**src/itr_pkg.sv**
```systemverilog
package itr_pkg;

    localparam int RING_MAX  = 1024;
    localparam int SLOT_W    = 10;
    localparam int LOG2_W    = 4;
    localparam int DEPTH_DEF = 1024;
    localparam int ENTRY_W   = 128;

    localparam logic [LOG2_W-1:0] LOG2_MAX = LOG2_W'(10);

    typedef enum logic [2:0] {
        CMD_INIT       = 3'd0,
        CMD_COMMIT     = 3'd1,
        CMD_NULL       = 3'd2,
        CMD_CHECKPOINT = 3'd3,
        CMD_ADVANCE    = 3'd4,
        CMD_FETCH      = 3'd5
    } t_cmd;

    typedef enum logic [1:0] {
        ST_IDLE,
        ST_WAIT,
        ST_FINISH
    } t_state;

    typedef struct packed {
        logic [2:0]         cmd;
        logic signed [63:0] time_in;
        logic signed [31:0] index_in;
    } t_in_beat;

    typedef struct packed {
        logic signed [63:0] time_out;
        logic signed [31:0] index_out;
        logic [SLOT_W-1:0]  slot_out;
        logic               is_null;
        logic               walk_capped;
        logic signed [31:0] start_index;
        logic signed [31:0] end_index;
        logic signed [63:0] start_time;
        logic signed [63:0] end_time;
    } t_out_beat;

    typedef struct packed {
        logic accept;
        logic eval;
        logic load;
    } t_ctl_cmd;

    typedef struct packed {
        logic in_is_read;
        logic walk_done;
        logic out_free;
    } t_ctl_stat;

endpackage

```
**src/itr_ctrl.sv**
```systemverilog
module itr_ctrl
    import itr_pkg::*;
(
    input  logic      i_clk,
    input  logic      i_rst_n,
    input  logic      i_in_valid,
    input  t_ctl_stat i_stat,
    output t_ctl_cmd  o_ctl,
    output logic      o_in_stall
);

    t_state r_state;
    t_state n_state;

    always_ff @(posedge i_clk) begin
        if (!i_rst_n) begin
            r_state <= ST_IDLE;
        end else begin
            r_state <= n_state;
        end
    end

    always_comb begin
        n_state = r_state;
        unique case (r_state)
            ST_IDLE: begin
                if (i_in_valid) begin
                    n_state = i_stat.in_is_read ? ST_WAIT : ST_FINISH;
                end
            end
            ST_WAIT: begin
                if (i_stat.walk_done) begin
                    n_state = ST_FINISH;
                end
            end
            ST_FINISH: begin
                if (i_stat.out_free) begin
                    n_state = ST_IDLE;
                end
            end
            default: n_state = ST_IDLE;
        endcase
    end

    always_comb begin
        o_ctl      = '0;
        o_in_stall = 1'b1;
        unique case (r_state)
            ST_IDLE: begin
                o_in_stall   = !i_rst_n;
                o_ctl.accept = i_in_valid && i_rst_n;
            end
            ST_WAIT: begin
                o_ctl.eval = 1'b1;
            end
            ST_FINISH: begin
                o_ctl.load = i_stat.out_free;
            end
            default: o_in_stall = 1'b1;
        endcase
    end

`ifndef ASSERT_OFF
    a_load_to_idle: assert property (@(posedge i_clk) disable iff (!i_rst_n)
        o_ctl.load |=> r_state == ST_IDLE)
        else $error("result load did not return to idle");

    a_finish_holds: assert property (@(posedge i_clk) disable iff (!i_rst_n)
        (r_state == ST_FINISH && !i_stat.out_free) |=> r_state == ST_FINISH)
        else $error("finished result dropped while output busy");

    a_no_accept_busy: assert property (@(posedge i_clk) disable iff (!i_rst_n)
        !(o_ctl.accept && (o_ctl.eval || o_ctl.load)))
        else $error("accept overlaps with work on a prior item");
`endif

endmodule

```
**config.mk**
```make
export PLATFORM = sky130hd
export DESIGN_NAME = itr_ctrl
export DESIGN_NICKNAME = d
export VERILOG_FILES = /design/src/itr_pkg.sv /design/src/itr_ctrl.sv
export SDC_FILE = /design/constraint.sdc
export NUM_CORES = 1
export LEC_CHECK = 0
export ABC_AREA = 1
export BUFFER_PORTS_ARGS = -buffer_cell sky130_fd_sc_hd__buf_2
export CAP_MARGIN = 20
export CORE_AREA = 5 5 42 44
export CTS_BUF_LIST = sky130_fd_sc_hd__clkbuf_16
export CTS_CLUSTER_DIAMETER = 30
export DETAILED_ROUTE_END_ITERATION = 12
export DIE_AREA = 0 0 47 49
export GPL_TIMING_DRIVEN = 1
export PLACE_DENSITY = 0.37
export SYNTH_ARGS = -nofsm -noshare
export SYNTH_HDL_FRONTEND = slang
export SYNTH_SLANG_ARGS = --single-unit
```
**constraint.sdc**
```tcl
create_clock -name i_clk -period 1.5 [get_ports i_clk]
set_input_delay 0.15 -clock i_clk [delete_from_list [all_inputs] [get_ports i_clk]]
set_output_delay 0.15 -clock i_clk [all_outputs]
set_load 0.01 [all_outputs]
```
==> results_tabular.tex <==
\begin{tabular}{lr}
\hline
Metric & Value \\
\hline
\multicolumn{2}{l}{\textbf{Synth}} \\
Area of the mapped netlist & 127.6 sq um \\
Number of warnings reported in the yosys synthesis log & 0 \\
Post-synthesis xor/xnor area fraction & 0\% \\
Syn Inst Count & 22 \\
Average instance area after synthesis & 5.801 sq um \\
Number of storage elements in the synthesis netlist & 2 \\
Simple-Gate Fraction of Synth Area & 48.04\% \\
Part of the Yosys area used for sequential elements & 31.37\% \\
Adder-cell share of the synthesized area & 0\% \\
Portion of netlist area occupied by mux cells & 0\% \\
Main combinational cell family by area after synthesis & simple AND/OR/NAND/NOR gates \\
Synthesized Nets & 28 \\
Compound-Gate Fraction of Synth Area & 5.882\% \\
Distinct cells, synth & 8 \\
\multicolumn{2}{l}{\textbf{Detailed routing}} \\
Antenna Nets Post-Route & 0 \\
Count of unresolved DRC violations after routing & 0 \\
Routed Wire Length & 408 um \\
Post-DR vias/cell & 3.460 \\
Wire per inst & 8.160 um \\
Starting DRT DRC Count & 2 \\
Number of iterations in the first detailed-routing pass & 2 \\
Overall via count from detail\_route & 173 \\
\multicolumn{2}{l}{\textbf{Setup path}} \\
Required time of the worst setup path & 1350 ps \\
Most common cell type on the critical path & sky130\_fd\_sc\_hd\_\_nor2\_1 \\
Last element of the critical path & o\_ctl[2] \\
Crit. End Element & output pin \\
Maximum fanout along the worst path & 4 \\
Reg-to-reg startpoint & r\_state[0] \\
Slack of the worst reg-to-reg path & 700 ps \\
CP max stage delay & 320 ps \\
Kind of launch point of the worst setup path & flop \\
Cells along the critical path & nor2\_1, nand2\_1, nor2\_1, buf\_2 \\
Type of the worst setup path & reg2out \\
Critical path launch point & r\_state[0] \\
Capturing point of the worst reg2reg path & r\_state[1] \\
R2r worst-path depth & 4 \\
Highest-delay cell along the critical path & sky130\_fd\_sc\_hd\_\_dfxtp\_1 \\
Critical Path AT & 1020 ps \\
\multicolumn{2}{l}{\textbf{CTS}} \\
Clock insertion delay at the later pin of the skew report & 220 ps \\
Clock tree buffer depth & 2 \\
Clock buffer count from CTS & 3 \\
Post-CTS setup buffers & 0 \\
Cell at the root of the clock tree & sky130\_fd\_sc\_hd\_\_clkbuf\_16 \\
H-tree level count & 1 \\
Clock Sink Count & 2 \\
Register clock-pin slew on the reported worst setup and hold paths & 30 ps \\
Post-cts gate resize count & 0 \\
CTS Hold Buffers Added & 0 \\
Clock tree from TritonCTS & built \\
\multicolumn{2}{l}{\textbf{Finish}} \\
Largest register by flop count & r\_state \\
Area growth from synthesis to layout & 109.8\% \\
End-of-flow core utilization & 19.11\% \\
Area taken by multi-input logic gates & 68.82 sq um \\
Commonest non-fill, non-tap cell in the layout & sky130\_fd\_sc\_hd\_\_buf\_2 \\
Ant. Diodes & 0 \\
Register cell area after layout & 40.04 sq um \\
Share of final-layout standard cells stronger than drive strength 1 & 35.29\% \\
Filler cell count in the final layout & 169 \\
Flip-flop count of the largest register after layout & 2 \\
Net count reported at finish & 42 \\
Largest regs & r\_state x2 \\
Highest-count cells in the layout ignoring fill and taps & sky130\_fd\_sc\_hd\_\_buf\_2 (9), sky130\_fd\_sc\_hd\_\_inv\_1 (5), sky130\_fd\_sc\_hd\_\_nand2\_1 (5) \\
\multicolumn{2}{l}{\textbf{Run}} \\
Max-cap violation count & 0 \\
\multicolumn{2}{l}{\textbf{Floorplan}} \\
Total I/O pin count & 10 \\
Total number of placement rows & 14 \\
Starting Density & 9.107\% \\
Die area & 0.002303 sq mm \\
Core region area & 0.001401 sq mm \\
Vertical die dimension & 49 um \\
Die width & 47 um \\
\multicolumn{2}{l}{\textbf{Status}} \\
Status & finished, final reports clean \\
\multicolumn{2}{l}{\textbf{Placed design}} \\
Number of port buffers & 9 \\
Global placement routability congestion & 0.6209 \\
\multicolumn{2}{l}{\textbf{Timing}} \\
Tmin final & 1171 ps \\
Max frequency & 853.6 MHz \\
Count of final hold-check violations & 0 \\
Worst Clk Skew & 1.263 ps \\
Worst max-slew margin expressed relative to the limit & 88.22\% \\
Max-slew violation total from the final report & 0 \\
RSZ-0062 raised after global routing & no \\
Setup TNS & 0 ps \\
Final clock period utilization by the worst path & 78.10\% \\
Final setup vio count & 0 \\
Transition time of the tightest slew-check pin & 176.1 ps \\
\multicolumn{2}{l}{\textbf{Worst hold path}} \\
Worst hold path startpoint & i\_rst\_n \\
Worst min path class & in2reg \\
Instance count along the most critical hold path & 3 \\
\multicolumn{2}{l}{\textbf{Global route}} \\
Remaining global-route overflow & 0 \\
First-pass GRT wire length & 662 um \\
Largest net degree at the start of global routing & 5 \\
Via count of the first global-routing pass & 168 \\
Overall track demand over capacity in global routing & 5.130\% \\
Antenna violations before repair & 0 \\
\multicolumn{2}{l}{\textbf{Pwr}} \\
Total power per unit cell area & 1883 mW/mm\^{}2 \\
Total Power Consumption & 504.2 uW \\
Peak supply drop & 0.4256 mV \\
Leakage & 0.1470 nW \\
\hline
\end{tabular}
report_power, final:
part	total [mW]	internal [mW]	switching, mW	leakage [nW]
combinational	0.0426	0.0189	0.0237	0.0935
clock	0.400	0.339	0.0609	0.0370
sequential	0.0616	0.0577	0.00392	0.0164
cells in the mapped netlist, drive strengths merged:
cell type / n / area (sq um)
inv: 5 / 18.77
nand2: 5 / 18.77
nor2: 4 / 15.01
nand3: 3 / 15.01
dfxtp: 2 / 40.04
a21boi: 1 / 7.510
nand3b: 1 / 7.510
nor3: 1 / 5.000
stage by stage:
| step | cell area [sq um] | setup WS, ps | std cells | hold WS, ps |
|---|---|---|---|---|
| 5_1_grt | 267.8 | 219.6 | 50 | 224.1 |
| 3_3_place_gp | 192.7 | 528.3 | 47 | 428.6 |
| 6_report | 267.8 | 328.5 | 50 | 194.1 |
| 3_5_place_dp | 192.7 | 545.6 | 47 | 425.7 |
| 2_1_floorplan | 127.6 | 576.6 | 22 | 289.6 |
| 4_1_cts | 267.8 | 311.4 | 50 | 195.5 |
cells by family after synthesis:
logic type	count (synthesis)
flops	2
simple gates	14
compound gates	1
buf+inv	5
worst min path at each step:
stage	endpoint	slack, ps
floorplan	r_state[1]	290
global route	r_state[1]	220
finish	r_state[1]	190
CTS	r_state[1]	200
global placement	r_state[1]	430
detailed placement	r_state[1]	430
per-layer routing:
| layer | global-route usage [%] | wire, um |
|---|---|---|
| met1 | 4.148 | 148 |
| met2 | 5.430 | 158 |
| met3 | 5.535 | 78 |
| met4 | 6.912 | 23 |
| met5 | 0 | 0 |
critical path: cells and delay by family (launching register included):
| kind | cells | cell delay [ps] |
|---|---|---|
| AND/OR/NAND/NOR | 3 | 350 |
| flip-flops | 1 | 320 |
| buffers and inverters | 1 | 130 |
final cells by class:
class / instances / share of cell area [%]
clock buffers: 3 / 28.04
flip-flops and latches: 2 / 14.95
well taps: 16 / 7.477
repair buffers: 9 / 16.82
multi-input cells: 15 / 25.70
inverters: 5 / 7.009
No activity file was read; power rests on OpenSTA's default activity.
